===== config.mk =====
export PLATFORM = sky130hd
export DESIGN_NAME = wvm_mul
export DESIGN_NICKNAME = d
export VERILOG_FILES = /design/src/sv/assert_macros.svh /design/src/sv/wvm_pkg.sv /design/src/sv/wvm_mul.sv
export SDC_FILE = /design/constraint.sdc
export NUM_CORES = 2
export LEC_CHECK = 0
export ABC_CLOCK_PERIOD_IN_PS = 11900
export BUFFER_PORTS_ARGS = -buffer_cell sky130_fd_sc_hd__buf_4
export CORE_AREA = 2 2 369 371
export CTS_CLUSTER_SIZE = 40
export DETAILED_ROUTE_END_ITERATION = 8
export DIE_AREA = 0 0 371 373
export HOLD_SLACK_MARGIN = 0.12
export SYNTH_ARGS = -nofsm -noshare
export SYNTH_HDL_FRONTEND = slang
export SYNTH_SLANG_ARGS = --single-unit

===== constraint.sdc =====
create_clock -name clk -period 11.9 [get_ports clk]
set_input_delay 1.19 -clock clk [delete_from_list [all_inputs] [get_ports clk]]
set_output_delay 1.19 -clock clk [all_outputs]
set_load 0.005 [all_outputs]

===== src/sv/assert_macros.svh =====
// Assertion helpers included by the mixer RTL.
// Each macro expects signals named clk and rst_n in the scope where it is used.
`ifndef ASSERT_MACROS_SVH
`define ASSERT_MACROS_SVH

// Same-cycle implication, checked outside reset.
`define WVM_ASSERT_IMP(lbl, ante, cons, msg) \
  lbl: assert property (@(posedge clk) disable iff (!rst_n) (ante) |-> (cons)) \
    else $error(msg);

// Next-cycle implication, checked outside reset.
`define WVM_ASSERT_NXT(lbl, ante, cons, msg) \
  lbl: assert property (@(posedge clk) disable iff (!rst_n) (ante) |=> (cons)) \
    else $error(msg);

`endif


===== src/sv/wvm_pkg.sv =====
package wvm_pkg;

  localparam int VOICE_COUNT    = 8;
  localparam int BASE_TABLE_LEN = 200;

  // Table lengths follow the note frequencies in tenths of a hertz.
  localparam longint unsigned VOICE_LEN [8] = '{
    BASE_TABLE_LEN * 2616 / 2616,
    BASE_TABLE_LEN * 2616 / 2937,
    BASE_TABLE_LEN * 2616 / 3296,
    BASE_TABLE_LEN * 2616 / 3492,
    BASE_TABLE_LEN * 2616 / 3920,
    BASE_TABLE_LEN * 2616 / 4400,
    BASE_TABLE_LEN * 2616 / 4939,
    BASE_TABLE_LEN * 2616 / 5232
  };

  // Angle of entry k is 2*pi*k/len with pi as 3.14159, in units of 1e-5.
  localparam longint unsigned ANG_NUM      = 628318;
  localparam longint unsigned ANG_DEN_UNIT = 100000;

  localparam longint unsigned VOICE_DEN [8] = '{
    ANG_DEN_UNIT * VOICE_LEN[0], ANG_DEN_UNIT * VOICE_LEN[1],
    ANG_DEN_UNIT * VOICE_LEN[2], ANG_DEN_UNIT * VOICE_LEN[3],
    ANG_DEN_UNIT * VOICE_LEN[4], ANG_DEN_UNIT * VOICE_LEN[5],
    ANG_DEN_UNIT * VOICE_LEN[6], ANG_DEN_UNIT * VOICE_LEN[7]
  };

  localparam int PH_W      = $clog2(BASE_TABLE_LEN);
  localparam int VID_W     = (VOICE_COUNT > 1) ? $clog2(VOICE_COUNT) : 1;
  localparam int ADDR_W    = VID_W + PH_W;
  localparam int MEM_DEPTH = VOICE_COUNT << PH_W;

  localparam int MASK_W      = 8;
  localparam int SAMPLE_W    = 12;
  localparam int OUT_TDATA_W = ((SAMPLE_W + 7) / 8) * 8;
  localparam logic [SAMPLE_W-1:0] SAMPLE_MAX = 12'd4094;
  localparam int SUM_W = $clog2(VOICE_COUNT * 4094 + 1);
  localparam int CNT_W = $clog2(VOICE_COUNT + 1);

  // Fixed-point sine generation: Q60 values in 64-bit words.
  localparam int Q_W    = 64;
  localparam int FRAC_W = 60;
  localparam int NUM_W  = $clog2(ANG_NUM * BASE_TABLE_LEN);
  localparam int DEN_W  = $clog2(ANG_DEN_UNIT * BASE_TABLE_LEN + 1);
  localparam int DIV_DW = NUM_W + FRAC_W;
  localparam int STEP_W = $clog2(DIV_DW + 1);

  localparam logic [Q_W-1:0] Q60_ONE     = 64'h1000_0000_0000_0000;
  localparam logic [Q_W-1:0] Q60_PI      = 64'h3243_F6A8_885A_308D;
  localparam logic [Q_W-1:0] Q60_HALF_PI = Q60_PI >> 1;

  localparam logic [4:0] TAYLOR_FIRST = 5'd3;
  localparam logic [4:0] TAYLOR_LAST  = 5'd27;

  typedef struct packed {
    logic              start;
    logic [STEP_W-1:0] steps;
  } div_ctl_t;

  typedef struct packed {
    logic busy;
    logic done;
  } unit_sts_t;

endpackage


===== src/sv/wvm_mul.sv =====
module wvm_mul (
  input  logic                     clk,
  input  logic                     rst_n,
  input  logic                     start,
  input  logic [wvm_pkg::Q_W-1:0]  a,
  input  logic [wvm_pkg::Q_W-1:0]  b,
  output wvm_pkg::unit_sts_t       sts,
  output logic [wvm_pkg::Q_W-1:0]  prod
);
  import wvm_pkg::*;

  localparam int HW = Q_W / 2;

  logic [Q_W-1:0]   a_r, a_nxt;
  logic [Q_W-1:0]   b_r, b_nxt;
  logic [Q_W-1:0]   pp_r, pp_nxt;
  logic [1:0]       psel_r, psel_nxt;
  logic             pv_r, pv_nxt;
  logic [2:0]       cnt_r, cnt_nxt;
  logic             busy_r, busy_nxt;
  logic             done_r, done_nxt;
  logic [2*Q_W-1:0] acc_r, acc_nxt;
  logic [HW-1:0]    opa, opb;
  logic [2*Q_W-1:0] pp_shift;

  // Four 32x32 partial products, one per cycle, each registered before it
  // is added into the 128-bit accumulator.
  always_comb begin
    opa = cnt_r[1] ? a_r[Q_W-1:HW] : a_r[HW-1:0];
    opb = cnt_r[0] ? b_r[Q_W-1:HW] : b_r[HW-1:0];
    case (psel_r)
      2'b00:   pp_shift = {{Q_W{1'b0}}, pp_r};
      2'b11:   pp_shift = {pp_r, {Q_W{1'b0}}};
      default: pp_shift = {{HW{1'b0}}, pp_r, {HW{1'b0}}};
    endcase

    a_nxt    = a_r;
    b_nxt    = b_r;
    pp_nxt   = pp_r;
    psel_nxt = psel_r;
    pv_nxt   = 1'b0;
    cnt_nxt  = cnt_r;
    busy_nxt = busy_r;
    done_nxt = 1'b0;
    acc_nxt  = acc_r;
    if (start) begin
      a_nxt    = a;
      b_nxt    = b;
      acc_nxt  = '0;
      cnt_nxt  = '0;
      busy_nxt = 1'b1;
    end else if (busy_r) begin
      if (pv_r) begin
        acc_nxt = acc_r + pp_shift;
      end
      if (!cnt_r[2]) begin
        pp_nxt   = {{HW{1'b0}}, opa} * {{HW{1'b0}}, opb};
        psel_nxt = cnt_r[1:0];
        pv_nxt   = 1'b1;
        cnt_nxt  = cnt_r + 3'd1;
      end else begin
        busy_nxt = 1'b0;
        done_nxt = 1'b1;
      end
    end
  end

  always_ff @(posedge clk) begin
    if (!rst_n) begin
      pv_r   <= 1'b0;
      cnt_r  <= '0;
      busy_r <= 1'b0;
      done_r <= 1'b0;
    end else begin
      pv_r   <= pv_nxt;
      cnt_r  <= cnt_nxt;
      busy_r <= busy_nxt;
      done_r <= done_nxt;
    end
  end

  always_ff @(posedge clk) begin
    a_r    <= a_nxt;
    b_r    <= b_nxt;
    pp_r   <= pp_nxt;
    psel_r <= psel_nxt;
    acc_r  <= acc_nxt;
  end

  assign sts.busy = busy_r;
  assign sts.done = done_r;
  // Q60 product: bits 123..60 of the full product.
  assign prod     = acc_r[FRAC_W+Q_W-1:FRAC_W];

endmodule


* Word-level counts from Yosys, hierarchy flattened
Cells that the tools add are included.
** Cells by class
- Multiplexer cells :: 8
- Bitwise gates (word level) :: 4
- $mul :: 1
- Reduce and logical (&&, ||, !) cells :: 6
- Eq/ne operators :: 1
- $add $sub $neg :: 2
** Operators with widths (count)
- case mux 128 bit (2 select lines) :: 1
- adder 128 bit :: 1
- multiplier 32 x 32 -> 64 bit :: 1
- two-way mux 32 bit :: 2
- two-way mux 1 bit :: 4
- NOT 1 bit :: 4
- AND reduction 2 bit :: 2
- adder 3 x 1 -> 3 bit (second input constant) :: 1
- two-way mux 3 bit :: 1
- AND reduction 3 bit :: 1
- OR reduction 3 bit :: 1
- == test 2 bit (second input constant) :: 1
- logical NOT 2 bit :: 1
- OR reduction 2 bit :: 1
** Word-level totals
- Logic and storage cells :: 32
- Register bits :: 328
- Output and inout port bits :: 66
- Input bits :: 131

* Longest topological paths before layout
- Depth after elaboration :: 3
- Gate-level depth with buffers :: 33
- Mapped depth without buffers :: 29

* Worst setup path before layout
OpenSTA, ideal clock, no wires.
- Path kind :: reg-to-reg
- Start point :: register cnt_r[0]
- End point :: register pp_r[60], data pin
- Stages on the path, launching flop included :: 30
- Required time :: 11636 ps
- Arrival :: 8491 ps
- Period minus slack after synthesis :: 8755 ps
- Path slack :: 3145 ps
- Buffers on the path :: 4
- Library setup time :: 264 ps
- Cell sequence :: dfxtp_1 -> clkbuf_1 -> clkbuf_1 -> mux2i_1 -> clkbuf_1 -> nor2_1 -> fa_1 -> fa_1 -> inv_1 -> fa_1 -> fa_1 -> inv_1 -> fa_1 -> fa_1 -> fa_1 -> inv_1 -> fa_1 -> inv_1 -> ha_1 -> clkbuf_1 -> a21o_1 -> a21o_1 -> a21o_1 -> a221o_1 -> a221oi_1 -> o31ai_1 -> a41oi_1 -> nor2_1 -> a221oi_1 -> xnor2_1
** Between the ends
- Word-level cells in the longest chain between the ends :: 2
** Ends and longest elaborated chain
- start: declaration :: RTL line wvm_mul.sv:19 : logic [2:0] cnt_r, cnt_nxt;
- start signal: assignment :: RTL line wvm_mul.sv:76 : cnt_r <= cnt_nxt;
- two-way mux 32 bit :: RTL line wvm_mul.sv:30 : opb = cnt_r[0] ? b_r[Q_W-1:HW] : b_r[HW-1:0];
- multiplier 32 x 32 -> 64 bit :: RTL line wvm_mul.sv:57 : pp_nxt = {{HW{1'b0}}, opa} * {{HW{1'b0}}, opb};
- end signal: assignment :: RTL line wvm_mul.sv:85 : pp_r <= pp_nxt;
- end: declaration :: RTL line wvm_mul.sv:16 : logic [Q_W-1:0] pp_r, pp_nxt;
No other way between the ends.
A chain may end at the register's enable or synchronous reset.

* Worst setup path in the final report
- Start point :: register cnt_r[1]
- End point :: register pp_r[60], data pin
** Between the ends
- Word-level cells in the longest chain between the ends :: 2
** Ends and longest elaborated chain
- two-way mux 32 bit :: RTL line wvm_mul.sv:29 : opa = cnt_r[1] ? a_r[Q_W-1:HW] : a_r[HW-1:0];
- multiplier 32 x 32 -> 64 bit :: RTL line wvm_mul.sv:57
No other way between the ends.

==> run_results.csv <==
group,metric,value,unit
clock_network,htreeDepth,2,
sta,fin_crit,9.99,ns
critical_path,critPathArrivalTime,10.38,ns
routing,wl_met1,79.7,mm
synthesis,syn_inst,6151,
finish,final.fill_count,13400,
hold_path,hp-class,"flip-flop to flip-flop",
critical_path,crit_top_cell,"fa_1",
global_route,grt_pass1_wl,297,mm
critical_path,path_buf_inv,6,
clock_network,clk_path_buf_depth,3,
synthesis,synth_most_common_cell,"inv_1",
sta,worstMarginPinSlew,1.23,ns
global_route,grt_antenna_before_repair,9,
critical_path,required,12.29,ns
routing,firstDrtPassIters,6,
clock_network,cts_buffers,43,
routing,wl_met3,19.2,mm
global_route,grt.overflow.total,0,
flow_run,maxCapViolCount,0,
global_route,track_usage,29.1,%
critical_path,crit_path_start_kind,"flip-flop",
clock_network,cts_resized,0,
sta,tns,0,ns
synthesis,synth-async-reset-ratio,0,%
routing,via_per_inst,5.61,
clock_network,holdBufCountCts,0,
global_route,grt_max_degree,100,
floorplanning,dieWidth,371,um
floorplanning,ios,197,
routing,wl_per_cell,25.4,um
routing,vias,44400,
clock_network,cts.clk_slew.worst_paths,0.07,ns
synthesis,synth_area_per_cell,8.71,sq um
synthesis,ys_types,85,
synthesis,ys.flop_type,"edfxtp_1",
critical_path,critPathTopFamily,"adder cells",
synthesis,yosys-top-cells-area,"fa_1, edfxtp_1, ha_1, inv_1, nand2_1",
sta,relSlewSlack,16.7,%
placed_design,place.port_buffers,196,
synthesis,synth_fp_nets,7568,
floorplanning,dieArea,138000,sq um
synthesis,synth_warnings,0,
synthesis,synth_area_leader_cell,"fa_1",
floorplanning,start_util,39.8,%
clock_network,clk_latency,0.67,ns
placed_design,hpwl,158,mm
synthesis,synth_common_cells,"inv_1, fa_1, nand2_1",
finish,layout-drive-gt1-share,8.14,%
critical_path,crit_path_end_kind,"flip-flop",
sta,finalSetupViolCount,0,
critical_path,regToRegSetupSlack,1.91,ns
floorplanning,die_y,373,um
routing,wl_met2,90.3,mm
critical_path,worstPathMaxFanout,43,
routing,ant_nets,0,
routing,wirelength,201,mm
sta,fmax,100,MHz
global_route,grt_pass1_vias,45700,
sta,maxSlewViolCount,0,
finish,fin_nets,7514,
finish,register_area,8440,sq um
sta,finalCritPeriodShare,84.0,%
synthesis,ys_ff_latch,324,
synthesis,yosysTopAreaCellShare,33.5,%
run_status,status,"finished clean",
synthesis,synth_edf_count,194,
critical_path,crit_slowest_cell,"mux2i_2",
placed_design,gp_congestion,0.996,
critical_path,critPathKind,"flip-flop to flip-flop",
routing,drt_iter0_drc,4296,
clock_network,post_cts_buffers,0,
critical_path,crit_path_max_incr_delay,1.04,ns
synthesis,syn_area,53600,sq um
sta,hold_viol,0,
finish,area_growth,8.24,%
routing,highest_layer,"met5",
clock_network,clk_root_buffer_cell,"clkbuf_16",
clock_network,cts_tree,"done",
floorplanning,rows,135,
floorplanning,coreArea,135000,sq um
clock_network,clkSinkCount,324,
synthesis,ys_seq_area_share,15.7,%
sta,skew,0.0371,ns
sta,rsz0062_at_grt,"no",
finish,multiInputGateArea,40300,sq um
routing,drc,0,
-- stage by stage --
step | util, % | cell area [sq um] | std cells | worst slack [ns] | hold WS, ns
2_1_floorplan | - | 53600 | 6151 | 3.14 | 0.431
5_1_grt | 43.1 | 58000 | 7913 | 1.61 | 0.474
4_1_cts | 43.1 | 58000 | 7912 | 1.90 | 0.459
6_report | 43.1 | 58000 | 7915 | 1.91 | 0.457
3_3_place_gp | 42.0 | 56500 | 7833 | 2.13 | 0.443
3_5_place_dp | 42.0 | 56500 | 7833 | 1.96 | 0.448
-- cells in the final DEF (no fill, tap or decap), types with 83 or more instances in the layout --
cell type  instances
a21o_1            83
a21oi_1          327
buf_4            275
dfxtp_1          128
edfxtp_1         194
fa_1             897
ha_1             388
inv_1            930
nand2_1          830
nand4_1           83
nor2_1           777
o21ai_0          207
xnor2_1           88
-- final timing paths --
| path | cells after the start | end | startpoint |
|---|---|---|---|
| worst min-delay path | 2 | acc_r[18] | acc_r[18] |
| worst max-delay path | 27 | pp_r[60] | cnt_r[1] |
| worst max register to register | 27 | pp_r[60] | cnt_r[1] |
| worst min register to register | 2 | acc_r[18] | acc_r[18] |
-- worst register-to-register path, stage by stage (launching register included) --
cell and delay (ns):
dfxtp_4 0.88, buf_4 0.46, mux2i_2 1.05, buf_4 0.45, nor2_1 0.11, fa_1 0.42, fa_1 0.43, fa_1 0.49
inv_1 0.05, fa_1 0.48, inv_1 0.05, fa_1 0.45, ha_1 0.30, fa_1 0.48, inv_1 0.05, fa_1 0.47
inv_1 0.04, ha_1 0.35, nand2_1 0.17, o21ai_0 0.17, a221oi_1 0.60, o221ai_1 0.22, a221oi_1 0.34, o31ai_1 0.23
a41oi_1 0.44, nor2_1 0.12, a221oi_1 0.31, xnor2_1 0.12
-- cell type report --
class | instances | share of cell area [%]
antenna | 3 | 0.0130
clock buffer | 46 | 1.88
clock inverter | 33 | 0.628
inverter | 930 | 6.02
multi-input combinational | 4522 | 69.5
sequential | 324 | 14.6
tap | 1781 | 3.84
timing repair buffer | 276 | 3.59
-- flip-flops by register name (all words and copies together), names as in the netlist --
register	flops
acc_r	124
a_r	64
b_r	64
pp_r	64
cnt_r	3
psel_r	2
busy_r	1
done_r	1
pv_r	1
-- layer usage --
| layer | vias to the layer above | track usage (%) |
|---|---|---|
| li1 | 19600 | - |
| met1 | 22100 | 37.5 |
| met2 | 2307 | 45.9 |
| met3 | 479 | 6.36 |
| met4 | 4 | 14.5 |
| met5 | - | 0 |
-- cells by family after synthesis --
family	Yosys count	share of synthesized area [%]
flops	324	15.7
mux	134	2.66
fa+ha+maj	1286	42.6
compound gates	961	11.3
buf+inv	1305	9.64
simple gates	1997	15.7
xor+xnor	144	2.36
Power is not shown: default switching activity piles up to over one toggle a cycle in this logic, so the estimate is an artifact.
