File: src/sv/assert_macros.svh
// Assertion helpers included by the mixer RTL.
// Each macro expects signals named clk and rst_n in the scope where it is used.
`ifndef ASSERT_MACROS_SVH
`define ASSERT_MACROS_SVH

// Same-cycle implication, checked outside reset.
`define WVM_ASSERT_IMP(lbl, ante, cons, msg) \
  lbl: assert property (@(posedge clk) disable iff (!rst_n) (ante) |-> (cons)) \
    else $error(msg);

// Next-cycle implication, checked outside reset.
`define WVM_ASSERT_NXT(lbl, ante, cons, msg) \
  lbl: assert property (@(posedge clk) disable iff (!rst_n) (ante) |=> (cons)) \
    else $error(msg);

`endif

File: src/sv/wvm_pkg.sv
package wvm_pkg;

  localparam int VOICE_COUNT    = 8;
  localparam int BASE_TABLE_LEN = 200;

  // Table lengths follow the note frequencies in tenths of a hertz.
  localparam longint unsigned VOICE_LEN [8] = '{
    BASE_TABLE_LEN * 2616 / 2616,
    BASE_TABLE_LEN * 2616 / 2937,
    BASE_TABLE_LEN * 2616 / 3296,
    BASE_TABLE_LEN * 2616 / 3492,
    BASE_TABLE_LEN * 2616 / 3920,
    BASE_TABLE_LEN * 2616 / 4400,
    BASE_TABLE_LEN * 2616 / 4939,
    BASE_TABLE_LEN * 2616 / 5232
  };

  // Angle of entry k is 2*pi*k/len with pi as 3.14159, in units of 1e-5.
  localparam longint unsigned ANG_NUM      = 628318;
  localparam longint unsigned ANG_DEN_UNIT = 100000;

  localparam longint unsigned VOICE_DEN [8] = '{
    ANG_DEN_UNIT * VOICE_LEN[0], ANG_DEN_UNIT * VOICE_LEN[1],
    ANG_DEN_UNIT * VOICE_LEN[2], ANG_DEN_UNIT * VOICE_LEN[3],
    ANG_DEN_UNIT * VOICE_LEN[4], ANG_DEN_UNIT * VOICE_LEN[5],
    ANG_DEN_UNIT * VOICE_LEN[6], ANG_DEN_UNIT * VOICE_LEN[7]
  };

  localparam int PH_W      = $clog2(BASE_TABLE_LEN);
  localparam int VID_W     = (VOICE_COUNT > 1) ? $clog2(VOICE_COUNT) : 1;
  localparam int ADDR_W    = VID_W + PH_W;
  localparam int MEM_DEPTH = VOICE_COUNT << PH_W;

  localparam int MASK_W      = 8;
  localparam int SAMPLE_W    = 12;
  localparam int OUT_TDATA_W = ((SAMPLE_W + 7) / 8) * 8;
  localparam logic [SAMPLE_W-1:0] SAMPLE_MAX = 12'd4094;
  localparam int SUM_W = $clog2(VOICE_COUNT * 4094 + 1);
  localparam int CNT_W = $clog2(VOICE_COUNT + 1);

  // Fixed-point sine generation: Q60 values in 64-bit words.
  localparam int Q_W    = 64;
  localparam int FRAC_W = 60;
  localparam int NUM_W  = $clog2(ANG_NUM * BASE_TABLE_LEN);
  localparam int DEN_W  = $clog2(ANG_DEN_UNIT * BASE_TABLE_LEN + 1);
  localparam int DIV_DW = NUM_W + FRAC_W;
  localparam int STEP_W = $clog2(DIV_DW + 1);

  localparam logic [Q_W-1:0] Q60_ONE     = 64'h1000_0000_0000_0000;
  localparam logic [Q_W-1:0] Q60_PI      = 64'h3243_F6A8_885A_308D;
  localparam logic [Q_W-1:0] Q60_HALF_PI = Q60_PI >> 1;

  localparam logic [4:0] TAYLOR_FIRST = 5'd3;
  localparam logic [4:0] TAYLOR_LAST  = 5'd27;

  typedef struct packed {
    logic              start;
    logic [STEP_W-1:0] steps;
  } div_ctl_t;

  typedef struct packed {
    logic busy;
    logic done;
  } unit_sts_t;

endpackage

File: src/sv/wvm_div.sv
module wvm_div (
  input  logic                         clk,
  input  logic                         rst_n,
  input  wvm_pkg::div_ctl_t            ctl,
  input  logic [wvm_pkg::DIV_DW-1:0]   dividend,
  input  logic [wvm_pkg::DEN_W-1:0]    divisor,
  output wvm_pkg::unit_sts_t           sts,
  output logic [wvm_pkg::Q_W-1:0]      quotient
);
  import wvm_pkg::*;

  logic [DIV_DW-1:0] dvd_r, dvd_nxt;
  logic [DEN_W-1:0]  den_r, den_nxt;
  logic [DEN_W-1:0]  rem_r, rem_nxt;
  logic [Q_W-1:0]    quo_r, quo_nxt;
  logic [STEP_W-1:0] cnt_r, cnt_nxt;
  logic              busy_r, busy_nxt;
  logic              done_r, done_nxt;
  logic [DEN_W:0]    rem2;
  logic              ge;

  // Restoring division, one quotient bit per cycle; the dividend is loaded
  // with its most significant bit at the top of the shift register.
  always_comb begin
    rem2     = {rem_r, dvd_r[DIV_DW-1]};
    ge       = (rem2 >= {1'b0, den_r});
    dvd_nxt  = dvd_r;
    den_nxt  = den_r;
    rem_nxt  = rem_r;
    quo_nxt  = quo_r;
    cnt_nxt  = cnt_r;
    busy_nxt = busy_r;
    done_nxt = 1'b0;
    if (ctl.start) begin
      dvd_nxt  = dividend;
      den_nxt  = divisor;
      rem_nxt  = '0;
      quo_nxt  = '0;
      cnt_nxt  = ctl.steps;
      busy_nxt = 1'b1;
    end else if (busy_r) begin
      dvd_nxt = dvd_r << 1;
      rem_nxt = ge ? DEN_W'(rem2 - {1'b0, den_r}) : rem2[DEN_W-1:0];
      quo_nxt = {quo_r[Q_W-2:0], ge};
      cnt_nxt = cnt_r - STEP_W'(1);
      if (cnt_r == STEP_W'(1)) begin
        busy_nxt = 1'b0;
        done_nxt = 1'b1;
      end
    end
  end

  always_ff @(posedge clk) begin
    if (!rst_n) begin
      busy_r <= 1'b0;
      done_r <= 1'b0;
      cnt_r  <= '0;
    end else begin
      busy_r <= busy_nxt;
      done_r <= done_nxt;
      cnt_r  <= cnt_nxt;
    end
  end

  always_ff @(posedge clk) begin
    dvd_r <= dvd_nxt;
    den_r <= den_nxt;
    rem_r <= rem_nxt;
    quo_r <= quo_nxt;
  end

  assign sts.busy = busy_r;
  assign sts.done = done_r;
  assign quotient = quo_r;

endmodule

File: config.mk
export PLATFORM = sky130hd
export DESIGN_NAME = wvm_div
export DESIGN_NICKNAME = d
export VERILOG_FILES = /design/src/sv/assert_macros.svh /design/src/sv/wvm_pkg.sv /design/src/sv/wvm_div.sv
export SDC_FILE = /design/constraint.sdc
export NUM_CORES = 1
export LEC_CHECK = 0
export BUFFER_PORTS_ARGS = -buffer_cell sky130_fd_sc_hd__buf_2
export CORE_MARGIN = 2
export CORE_UTILIZATION = 50
export DETAILED_ROUTE_END_ITERATION = 16
export PLACE_DENSITY = 0.76
export SKIP_CTS_REPAIR_TIMING = 1
export SLEW_MARGIN = 40
export SYNTH_ARGS = -nofsm -noshare
export SYNTH_HDL_FRONTEND = slang
export SYNTH_SLANG_ARGS = --single-unit
export TNS_END_PERCENT = 1
File: constraint.sdc
create_clock -name clk -period 2.85 [get_ports clk]
set_input_delay 0.285 -clock clk [delete_from_list [all_inputs] [get_ports clk]]
set_output_delay 0.285 -clock clk [all_outputs]
set_load 0.01 [all_outputs]
Word-level counts from Yosys, hierarchy flattened
Cells that the tools add are included.
- bits in registers: 210
- bits in latches: 0
- RAM bits: 0
- ROM bits: 0
- input port bits: 122
- word-level logic and storage cells: 24
- memories: 0
- add/subtract/negate cells: 2
- multipliers: 0
- divide/modulo/power cells: 0
- magnitude comparators: 1
- equality and inequality tests: 1
- shift operators: 0
- muxes and demuxes: 9
- bitwise operators: 2
- reductions and logical operators: 2
- operators by type and width (kind ; count):
    $mux W87 ; 2
    $ge A26 B25 Y1 ; 1
    $mux W25 ; 1
    $sub A25 B25 Y25 ; 1
    $mux W7 ; 2
    $eq A7 B1 Y1 const B ; 1
    $sub A7 B1 Y7 const B ; 1
    $mux W1 ; 4
    $reduce_or A3 Y1 ; 1
    $not A1 Y1 ; 2
    $reduce_bool A2 Y1 ; 1

Logic depth before layout (Yosys ltp)
Gate-level depths: netlist (run 1).
- depth in word-level cells: 4
- depth in mapped cells: 14
- mapped depth without buffers: 13

Least setup slack after synthesis (run 1)
No wires, ideal clock.
- path kind: in2reg
- from: input port ctl[7] (netlist bit)
- to: register dvd_r[0], enable pin
- setup time: 440 ps
- arrival time: 2551 ps
- slack: -141 ps
- stages on the path: 4
- buffers on the path: 2
- cell sequence: clkbuf_1 nor2_1 clkbuf_1 inv_1
- longest elaborated chain between the ends: 1
- ends and longest elaborated chain (what ; RTL line ; RTL):
    from (decl) ; wvm_div.sv:4 ; input wvm_pkg::div_ctl_t ctl,
    $reduce_bool A2 Y1 (no line) ; n/a ;
    to (signal assigned) ; wvm_div.sv:66 ; dvd_r <= dvd_nxt;
    to (decl) ; wvm_div.sv:12 ; logic [DIV_DW-1:0] dvd_r, dvd_nxt;
Every way passes these cells.
A chain may end at the register's enable or synchronous reset.

Worst setup path after layout (run 1)
- from: register dvd_r[86]
- to: register rem_r[3]
- longest elaborated chain between the ends: 2
- elaborated cells on any way between the ends: 3
- those cells by class: add/sub (1); order compare (1); mux (1)
- ends and longest elaborated chain (what ; RTL line ; RTL):
    $sub A25 B25 Y25 or $ge A26 B25 Y1 (tied branches) ; wvm_div.sv:43, wvm_div.sv:26 ;
    $mux W25 (*) ; wvm_div.sv:43 ; rem_nxt = ge ? DEN_W'(rem2 - {1'b0, den_r}) : rem2[DEN_W-1:0];
    to (signal assigned) ; wvm_div.sv:68 ; rem_r <= rem_nxt;
    to (decl) ; wvm_div.sv:14 ; logic [DEN_W-1:0] rem_r, rem_nxt;
Every way passes the cells marked *; elsewhere a longest branch is shown, timed or not.

==> results, run 1 <==
- The startpoint of the worst-slack reg-to-reg timing path is dvd_r[86].
- The simple-gate share of the synthesized area is 0.0851.
- After the flow finishes, the layout carries non-filler instances totaling 1273.
- Timing analysis after detailed placement gives a worst setup slack of -64.7 ps.
- The post-synthesis compound-gate area fraction was 0.0847.
- The worst path setup slack after routing is 30.1 ps.
- Dividing total power by cell area gives a power density of 618 mW/mm2.
- The flop and latch count out of synthesis is 210.
- After clock tree synthesis, the clock-pin slew on the worst setup and hold paths is 60 ps.
- The number of endpoints with negative hold slack in the final report came to 0.
- 0 antenna diodes ended up in the layout.
- The wire length of the first global-routing pass is 31.4 mm.
- Of the available clock period, the critical path in the final layout requires 0.989.
- In this run the deepest clock path goes through 3 buffers.
- Of the total synthesized cell area, the portion taken by full adders, half adders and majority gates is 0.0379.
- The aggregate global-route resource usage is 0.191.
- The count of vias placed by the detailed router is 6618.
- After detailed routing, the number of vias per cell comes to 5.20.
- The later pin in the worst-skew pair is clocked with a latency of 510 ps.
- The average instance area after synthesis is 11.8 um2.
- The summed instance area of the synthesized netlist is 0.00944 mm2.
- The synthesis-to-layout area growth is 24.5%.
- The vertical extent of the die is 141 um.
- The destination of the worst hold path is cnt_r[6].
- The reg2reg setup slack is 30 ps.
- The area of the core is 0.0186 mm2.
- STA puts the critical path data arrival time at 3240 ps.
- Dividing the detail-routed wire length by the instance count gives 15.5 um.
- The worst setup path is captured at a flip-flop.
- The overall overflow remaining after global route is 0.
- Measured in cells, the most critical reg-to-reg path has a length of 13.
- For this design, the sink count on the clock tree is 210.
- The first detailed-routing pass took 4 iterations.
- The floorplan has 50 rows.
- The boundary pin count is 188.
- For this design the static power due to leakage is 5.07 nW.
- In this run the critical register-to-register path is captured at rem_r[3].
- The mux contribution to synthesized area is 0.175.
- The top cell types in the final layout, fill and taps aside, are buf_2, edfxtp_1, nor2_1.
- The path type of the worst setup path is flip-flop to flip-flop.
- The number of placed instances, taps included, is 1203.
- The number of cells on the worst hold path is 3.
- The share of the Yosys chip area taken by registers is 0.564.
- For this run, the post-layout net count is 1172.
- The synthesized design contains 112 enable-type register cells.
- Counting every net in the synthesized netlist gives 950.
- The synthesized instance count is 800.
- The initial antenna violation count is 0.
- The last weighted congestion value of the routability-driven placer is 0.886.
- The initial utilization of the core area, before any placement, comes to 0.507.
- The maximum fanout count along the critical path is 22.
- The worst hold path startpoint is ctl[6].
- For the pin with the worst max-slew slack, the measured transition is 825 ps.
- The number of global-route vias before repair is 6477.
- For this run, design rule violations remaining after detail routing come to 0.
- The CTS tree is built.
- After synthesis, the largest family of logic cells by area is multiplexers.
- CTS placed an instance of clkbuf_16 at the clock tree root.
- The final critical delay including setup and external delays is 2820 ps.
- The netlist uses 49 different library cells.
- The die outline width is 141 um.
- The share of cells above drive strength 1 is 0.335.
- After the first detailed-routing iteration, the DRC count stood at 322.
- Wires add up to 19.7 mm.
- The most common cell after layout, fill and taps aside is buf_2.
- The total of warnings raised by yosys is 0.
- The startpoint class of the critical path is a flip-flop.
- The completed layout was analyzed and its total power is 7.26 mW.
- Setup repair after global routing could not meet its margin everywhere.
- Setup violations remaining at the end of the flow were counted as 0.
- The die covers 0.0200 mm2.
- During placement, the flow inserted port buffers numbering 187.
- The pin count of the biggest net entering global routing is 88.
- The proportion of synthesized flip-flops having asynchronous set or reset is 0.
- The H-tree depth reported by CTS is 1.
- Counting the buffers created by CTS gives 23.
- The required time reported for the critical path endpoint is 3270 ps.
- The headroom to the max-slew limit is 0.450.
- Among all flip-flop cells after synthesis, the most frequent one is edfxtp_1.
- The number of nets with antenna violations after routing is 0.
- IR analysis of the VDD net gives a maximum drop of 403 uV.
- Derived from the worst setup path, the maximum achievable clock frequency is 0.355 GHz.
- The path category of the worst min-delay check is primary input to flip-flop.
- The clock skew after layout is 14.3 ps.
- The synthesized-area fraction occupied by xor and xnor cells is 0.0223.
- The number of max-cap violations is 0.
- The estimated wirelength of the detail-placed design is 13.0 mm.
- The flow ran to the end, and the final reports show no timing, DRC or antenna violations.
- The final max-slew violation count is 0.
[worst max-delay path: stages, from the launching register on]
cell	delay, ps
edfxtp_1	350
inv_1	50
ha_1	210
inv_2	60
fa_2	200
a21o_1	140
a21oi_2	80
o21a_1	190
o211ai_2	200
o21ai_2	90
o41a_1	370
buf_12	180
or3_1	370
a311oi_1	250
[kinds of logic (layout without fill, tap and decap cells)]
family | count (synthesis) | in the layout
compound gates | 118 | 118
fa+ha+maj | 28 | 28
mux | 154 | 154
buf+inv | 73 | 312
xor+xnor | 24 | 24
simple gates | 193 | 193
flops | 210 | 210
[per-layer routing]
metal  vias to the layer above  track usage  part of all wire
met5                         -            0                 0
met4                         0       0.0505             0.018
met3                        27       0.0678             0.075
met2                       171        0.308              0.46
met1                      3099        0.246              0.44
li1                       3321            -                 -
[power by group]
part | total (mW) | internal, mW | leakage, nW | switching, mW
Sequential | 3.49 | 3.42 | 1.91 | 0.0741
Combinational | 0.871 | 0.429 | 2.78 | 0.442
Clock | 2.90 | 1.73 | 0.372 | 1.17
[cell usage after synthesis, types with 2 or more instances]
master    instances  area, um2
nand2_1          50        188
a21oi_1          32        160
o21bai_1          4       30.0
nand4_1           6       37.5
nor2_1          110        413
clkbuf_1         32        120
o21a_1            4       30.0
and3_1            2       12.5
o21ai_0          28        140
inv_1            32        120
a211oi_1          4       30.0
nand2b_1          9       56.3
a311oi_1         13        114
mux2i_1          67        671
mux2_2           87        980
ha_1             27        338
xnor2_1          13        114
nor3_1            6       30.0
a21o_1           11       82.6
or3_1             2       12.5
xor2_1           11       96.3
buf_4             6       45.0
nor2b_1           3       18.8
a32oi_1           5       43.8
a31oi_1           4       25.0
dfxtp_1          98       1960
edfxtp_1        112       3360
[area by class of cell]
cell class | count | area (um2)
fill | 1492 | 6880
sequential | 210 | 5330
multi-input combinational | 517 | 3850
timing repair buffer | 237 | 1420
clock buffer | 31 | 669
tap | 234 | 293
inverter | 33 | 128
clock inverter | 11 | 77.6
[per-stage QoR]
step,hold slack [ps],instance area (um2),utilization,TNS [ps]
floorplan,384,9450,-,0
global placement,462,10700,0.574,0
CTS,-67.2,11500,0.615,-674
finish,16.7,11800,0.631,0
global route,22.0,11800,0.631,-1080
detailed placement,463,10700,0.575,-406
[how the worst max path moves through the flow]
| stage | from | end | slack, ps | cells after the start |
|---|---|---|---|---|
| 3_5_place_dp | dvd_r[86] | rem_r[20] | -60 | 14 |
| 4_1_cts | dvd_r[86] | rem_r[6] | -80 | 14 |
| 2_1_floorplan | ctl[7] | dvd_r[0] | 70 | 4 |
| 5_1_grt | dvd_r[86] | rem_r[3] | -150 | 13 |
| 6_report | dvd_r[86] | rem_r[3] | 30 | 13 |
| 3_3_place_gp | dvd_r[86] | rem_r[0] | 20 | 14 |
[flip-flops by register name, summed over array words and instances (netlist names)]
register  flops
busy_r        1
cnt_r         7
den_r        25
done_r        1
dvd_r        87
quotient     64
rem_r        25
No activity file was read; power rests on OpenSTA's default activity.
==> run 2: changes to the inputs <==
--- a/config.mk
+++ b/config.mk
@@ -10,6 +10,7 @@
 export CORE_UTILIZATION = 50
 export DETAILED_ROUTE_END_ITERATION = 16
 export PLACE_DENSITY = 0.76
+export SETUP_SLACK_MARGIN = 0.2
 export SKIP_CTS_REPAIR_TIMING = 1
 export SLEW_MARGIN = 40
 export SYNTH_ARGS = -nofsm -noshare
==> run 2 against run 1 <==
Net effect:
- the flow now finishes with violations (negative setup slack)
- clock power shrank 4%
- power shrank 1.0%
- combinational power grew 5.2%
- final area grew 1.2%
- worst setup slack lost 35 ps
- final cell count grew 0.63%
- worst hold slack gained 3.9 ps
- critical endpoint is now rem_r[17]
==> results, run 2 (synthesis results as in run 1) <==
- The synthesis-to-layout area growth is 26.1%.
- The path category of the worst min-delay check is primary input to flip-flop.
- The slowest stage of the critical path belongs to the cell edfxtp_1.
- The required time reported for the critical path endpoint was 3260 ps (about the same).
- The number of global-route vias before repair is 6531 (+0.83%).
- The number of buffer cells added on primary ports came to 187 (unchanged).
- The standby leakage power is 5.10 nW (+0.63%).
- The number of flip-flops under the largest register name came to 87 (unchanged).
- The final total power is 7.19 mW (-1.0%).
- The worst hold slack across all endpoints is 20.5 ps (+3.88 ps).
- The insertion delay to the later sink of the worst-skew pair came to 500 ps (about the same).
- The final instance area is 0.0119 mm2 (+1.2%).
- The die outline width came to 141 um (unchanged).
- The last weighted congestion value of the routability-driven placer is 0.872 (-1.6%).
- The initial antenna violation count came to 1 (+1).
- The via-per-instance ratio is 5.25 (+0.97%).
- The worst path arrival time came to 3260 ps (+20 ps).
- The starting density of the core is 0.507 (unchanged).
- The clock skew after layout is 13.1 ps (-1.19 ps).
- The area of the core is 0.0186 mm2 (unchanged).
- STA classifies the critical path endpoint as a flip-flop.
- The wire length of the first global-routing pass is 31.4 mm (about the same).
- The cell at the root of the clock tree is clkbuf_16.
- The clock tree buffer depth is 3 (unchanged).
- The DRC violation count after routing is 0 (unchanged).
- The area occupied by registers is 0.00533 mm2 (unchanged).
- The pin count of the biggest net entering global routing is 88 (unchanged).
- The final critical delay including setup and external delays is 2860 ps (+35.4 ps).
- Walking the worst path, the cells encountered are inv_1 -> ha_2 -> inv_2 -> fa_2 -> a21o_1 -> a21oi_4 -> o21a_1 -> o211ai_2 -> o21ai_2 -> o41a_1 -> buf_4 -> clkbuf_16 -> nand2_1 -> a311oi_2.
- The sum of buffers and inverters on the critical path came to 4 (+1).
- The total CTS buffers was 23 (unchanged).
- The worst ir drop on vdd is 447 uV (+11%).
- The stage delay of the slowest cell on the critical path is 380 ps (about the same).
- The estimated wirelength of the detail-placed design was 13.2 mm (+1.6%).
- The CTS tree is built.
- The final standard cell utilization of the core is 0.639 (+0.00779).
- The final reports fail on negative setup slack.
- The count of vias placed by the detailed router was 6724 (+1.6%).
- Setup repair after global routing could not meet its margin everywhere.
- The number of cells in the design after placement is 1204 (+0.083%).
- The final max-slew violation count is 0 (unchanged).
- The vertical extent of the die is 141 um (unchanged).
- The share of the clock period used by the worst path is 1.00 (+0.0124).
- The number of sinks driven by the clock tree is 210 (unchanged).
- In the layout the commonest cells are buf_2, edfxtp_1, nor2_1.
- Counting flops per register, the top entry is dvd_r.
- The number of DRC markers in iteration 0 is 286 (-11%).
- The library cell used most frequently in the layout, excluding fill and tap cells, is buf_2.
- The layout net count is 1182 (+0.85%).
- The number of nets with antenna violations after routing came to 0 (unchanged).
- The multi-input gate area in the final layout is 0.00393 mm2 (+2.0%).
- The overall overflow remaining after global route is 0 (unchanged).
- The measured slew at the worst slew-check pin is 837 ps (+11.8 ps).
- The wire length after detailed routing is 20.1 mm (+1.9%).
- The aggregate global-route resource usage was 0.192 (+0.00138).
- The clock transition at the register clock pins on the worst setup and hold paths after CTS came to 60 ps (about the same).
- The number of endpoints with negative hold slack in the final report is 0 (unchanged).
- The maximum clock rate is 0.350 GHz (-1.2%).
- The power density over the cells came to 604 mW/mm2 (-2.2%).
- The number of max-cap violations is 0 (unchanged).
- The headroom to the max-slew limit is 0.442 (-0.00790).
- The flow ran to the end, but the final reports show violations.
- The wire length per cell is 15.7 um (+1.3%).
- The maximum fanout count along the critical path is 11 (-50%).
- The share of cells above drive strength 1 is 0.353 (+0.0185).
- The cell family contributing the most delay on the critical path is compound AO/OA/AOI/OAI gates.
- The final instance count without filler cells is 1281 (+0.63%).
- The cell row count was 50 (unchanged).
- The total setup violations reported at the end of the flow is 2 (+2).
- The number of diodes added for antenna fixing is 0 (unchanged).
- The path type of the worst setup path is flip-flop to flip-flop.
- The boundary pin count is 188 (unchanged).
- The number of optimization iterations in the first detailed-route pass is 5 (+1).
- STA classifies the critical path startpoint as a flip-flop.
- The number of filler cells placed in the layout came to 1489 (-0.20%).
- The H-tree depth reported by CTS is 1 (unchanged).
- The area enclosed by the die boundary was 0.0200 mm2 (unchanged).
- The post-detailed-placement cell area is 0.0107 mm2 (about the same).
- The worst path setup slack after routing came to -5.27 ps (-35.4 ps).
## run 2: changes by cell type in the layout (fill, tap and decap cells not counted), moves of 2 or more
cell | previous run | this run
a311oi_2 | 2 | 9
buf_6 | 4 | 8
ha_2 | 0 | 3
clkbuf_1 | 3 | 5
o21ai_0 | 27 | 18
o21ai_1 | 1 | 10
buf_4 | 20 | 25
nor2_2 | 1 | 4
ha_1 | 27 | 24
clkinv_2 | 4 | 2
nor2_1 | 109 | 106
a311oi_1 | 11 | 4
## run 2: worst min-delay path, stage by stage
cell,delay (ps)
buf_2,80
a21oi_1,50
nor2_1,70
## run 2: layer usage
layer	GRT usage	share of wire	vias up
li1	-	-	3337
met1	0.241	0.43	3132
met2	0.314	0.46	203
met3	0.0682	0.075	50
met4	0.0584	0.030	2
met5	0	0.00080	-
## run 2: per-stage QoR
stage	setup TNS [ps]	setup WS, ps
finish	-7.48	-5.27
global route	-1690	-116
CTS	-28.7	-28.7
detailed placement	0	9.51
global placement	0	44.6
floorplan	0	213
## run 2: cell type report
class	instances	area share
Clock buffer	31	0.0534
Multi-Input combinational cell	517	0.330
Timing Repair Buffer	247	0.128
Inverter	33	0.0107
Tap cell	234	0.0246
Sequential cell	210	0.448
Clock inverter	9	0.00599
## run 2: final timing paths
| path | to | depth (start not counted) | startpoint | slack [ps] |
|---|---|---|---|---|
| min reg2reg | rem_r[12] | 2 | rem_r[12] | 480 |
| min | cnt_r[3] | 3 | ctl[3] | 20 |
| max | rem_r[17] | 14 | dvd_r[86] | -5 |
| max reg2reg | rem_r[17] | 14 | dvd_r[86] | -5 |
## run 2: report_power, final
| group | switching, mW | internal [mW] |
|---|---|---|
| Sequential | 0.0744 | 3.42 |
| Clock | 1.13 | 1.65 |
| Combinational | 0.463 | 0.453 |
| Total | 1.67 | 5.52 |
==> run 3: changes to the inputs <==
--- a/config.mk
+++ b/config.mk
@@ -6,6 +6,7 @@
 export NUM_CORES = 1
 export LEC_CHECK = 0
 export BUFFER_PORTS_ARGS = -buffer_cell sky130_fd_sc_hd__buf_2
+export CORE_ASPECT_RATIO = 0.5
 export CORE_MARGIN = 2
 export CORE_UTILIZATION = 50
 export DETAILED_ROUTE_END_ITERATION = 16
==> constraint.sdc (replaced) <==
create_clock -name clk -period 2.85 [get_ports clk]
set_input_delay 0.57 -clock clk [delete_from_list [all_inputs] [get_ports clk]]
set_output_delay 0.57 -clock clk [all_outputs]
set_load 0.01 [all_outputs]
==> run 3 against run 2 <==
Net effect:
- the run still ends with negative setup slack left
- register-to-register slack lost 80 ps
- sequential share of layout area increased by 1.5 points
- wire length shrank 2.0%
- worst setup slack worse by 81 ps
- critical endpoint is now rem_r[1]
- largest cell class unchanged
==> results, run 3 (synthesis results as in run 1) <==
- The run finished, with violations left.
- The final reports fail on negative setup slack.
- The power density over the cells is 616 mW/mm2 (+2.0%).
- The measured slew at the worst slew-check pin is 776 ps (-61.0 ps).
- The standby leakage power is 4.94 nW (-3.3%).
- STA classifies the critical path startpoint as a flip-flop.
- The stage delay of the slowest cell on the critical path is 400 ps (+20 ps).
- The clock tree buffer depth is 3 (unchanged).
- The layout net count was 1141 (-3.5%).
- The synthesis-to-layout area growth is 22.0%.
- The library cell used most frequently in the layout, excluding fill and tap cells, is buf_2.
- The number of flip-flops under the largest register name is 87 (unchanged).
- The maximum fanout count along the critical path came to 8 (-3).
- The area enclosed by the die boundary was 0.0201 mm2 (+0.33%).
- The vertical extent of the die is 101 um (-28%).
- The final max-slew violation count is 0 (unchanged).
- The via-per-instance ratio is 5.16 (-1.7%).
- The number of global-route vias before repair is 6407 (-1.9%).
- The clock skew after layout is 15.8 ps (+2.74 ps).
- The number of optimization iterations in the first detailed-route pass was 5 (unchanged).
- The maximum clock rate is 0.341 GHz (-2.8%).
- The worst ir drop on vdd is 447 uV (about the same).
- The overall overflow remaining after global route is 0 (unchanged).
- The wire length of the first global-routing pass is 31.4 mm (-0.13%).
- The number of max-cap violations is 0 (unchanged).
- The area of the core was 0.0184 mm2 (-1.1%).
- The sum of buffers and inverters on the critical path was 4 (unchanged).
- The insertion delay to the later sink of the worst-skew pair is 500 ps (about the same).
- The cell row count came to 35 (-30%).
- More flip-flops sit in one register than any other, and that register is dvd_r.
- The die outline width is 198 um (+40%).
- The number of diodes added for antenna fixing came to 0 (unchanged).
- The element type at the critical path end is a flip-flop.
- The pin count of the biggest net entering global routing is 158 (+80%).
- The total setup violations reported at the end of the flow is 13 (+11).
- The required time reported for the critical path endpoint is 3250 ps (about the same).
- The post-route setup TNS is -560 ps (-552 ps).
- The path category of the worst min-delay check is primary input to flip-flop.
- The share of cells above drive strength 1 is 0.346 (-0.00712).
- The starting density of the core was 0.512 (+0.00567).
- Traced cell by cell, the critical path runs through inv_1 -> ha_2 -> inv_2 -> fa_2 -> a21o_1 -> a21oi_2 -> o21a_1 -> o211ai_2 -> o21ai_2 -> o41a_1 -> buf_12 -> buf_6 -> nand2_2 -> a311oi_2.
- The DRC violation count after routing is 0 (unchanged).
- The count of vias placed by the detailed router is 6521 (-3.0%).
- The number of nets with antenna violations after routing is 0 (unchanged).
- Among all stages on the critical path, the largest delay is contributed by edfxtp_1.
- Leaving out fill and tap cells, the most frequent cells in the layout are buf_2, edfxtp_1, nor2_1.
- The wire length per cell is 15.6 um (-0.64%).
- The number of DRC markers in iteration 0 is 316 (+10%).
- The number of endpoints with negative hold slack in the final report is 0 (unchanged).
- The post-placement worst setup slack was 5.16 ps (-4.35 ps).
- The share of the clock period used by the worst path is 1.03 (+0.0284).
- The estimated wirelength of the detail-placed design is 13.1 mm (-1.3%).
- The boundary pin count is 188 (unchanged).
- The worst setup path is of the flip-flop to flip-flop kind.
- The final standard cell utilization of the core is 0.625 (-0.0136).
- The dominant delay contributor by cell family on the critical path is compound AO/OA/AOI/OAI gates.
- The final critical delay including setup and external delays was 2940 ps (+80.9 ps).
- The H-tree depth reported by CTS came to 1 (unchanged).
- The CTS tree is built.
- The aggregate global-route resource usage came to 0.194 (+0.00140).
- The headroom to the max-slew limit is 0.483 (+0.0413).
- The worst path setup slack after routing was -86.2 ps (-80.9 ps).
- The initial antenna violation count is 1 (unchanged).
- The number of sinks driven by the clock tree was 210 (unchanged).
- The clock transition at the register clock pins on the worst setup and hold paths after CTS is 70 ps (about the same).
- The number of buffer cells added on primary ports is 187 (unchanged).
- The last weighted congestion value of the routability-driven placer was 0.887 (+1.7%).
- The worst hold slack across all endpoints is 247 ps (+226 ps).
- The total CTS buffers was 20 (-13%).
- The worst path arrival time is 3340 ps (+80 ps).
- Setup repair after global routing could not meet its margin everywhere.
- The root buffer cell chosen for the clock tree is clkbuf_16.
- The wire length after detailed routing is 19.7 mm (-2.0%).
==> run 3: cell count changes in the layout (fill, tap and decap cells not counted), sizes merged <==
cell / before / now
dlygate4sd3: 25 / 0
buf: 221 / 209
clkbuf: 32 / 27
inv: 31 / 35
clkinv: 8 / 5
clkinvlp: 2 / 1
==> run 3: area by class of cell <==
cell class | instances | area (um2)
Fill cell | 1515 | 6910
Sequential cell | 210 | 5330
Multi-Input combinational cell | 517 | 3870
Timing Repair Buffer | 209 | 1170
Clock buffer | 27 | 609
Tap cell | 259 | 324
Inverter | 33 | 128
Clock inverter | 9 | 85.1
==> run 3: path summary, 6_finish.rpt <==
kind / start / to / slack, ps / cells past startpoint
worst max-delay path: dvd_r[86] / rem_r[1] / -90 / 14
worst min-delay path: divisor[4] / den_r[4] / 250 / 1
worst max register to register: dvd_r[86] / rem_r[1] / -90 / 14
worst min register to register: rem_r[8] / rem_r[8] / 470 / 2
==> run 3: routing by layer <==
layer  share of wire  wire [um]  global-route usage
met5         0.00061         12                   0
met4           0.021        420              0.0549
met3           0.050        986              0.0476
met2            0.48       9500               0.331
met1            0.44       8750               0.248
==> run 3: per-stage QoR <==
| stage | instance area, um2 | instances | power [mW] |
|---|---|---|---|
| 2_1_floorplan | 9490 | 800 | 4.13 |
| 3_3_place_gp | 10700 | 1221 | 4.34 |
| 3_5_place_dp | 10700 | 1221 | 4.37 |
| 4_1_cts | 11400 | 1257 | 7.15 |
| 5_1_grt | 11500 | 1264 | 7.41 |
| 6_report | 11500 | 1264 | 7.10 |
==> run 3: report_power, final <==
part	leakage (nW)	total [mW]	switching, mW	internal (mW)
clock network	0.354	2.76	1.15	1.60
registers	1.91	3.49	0.0718	3.42
logic	2.67	0.852	0.445	0.407
==> run 3: worst register-to-register path, delay by kind of cell, from the launching register on <==
family / cells / cell delay, ps
AO/OA/AOI/OAI: 7 / 1450
adder cells (fa/ha/maj): 2 / 560
buffers and inverters: 4 / 380
flip-flops: 1 / 400
AND/OR/NAND/NOR: 1 / 50
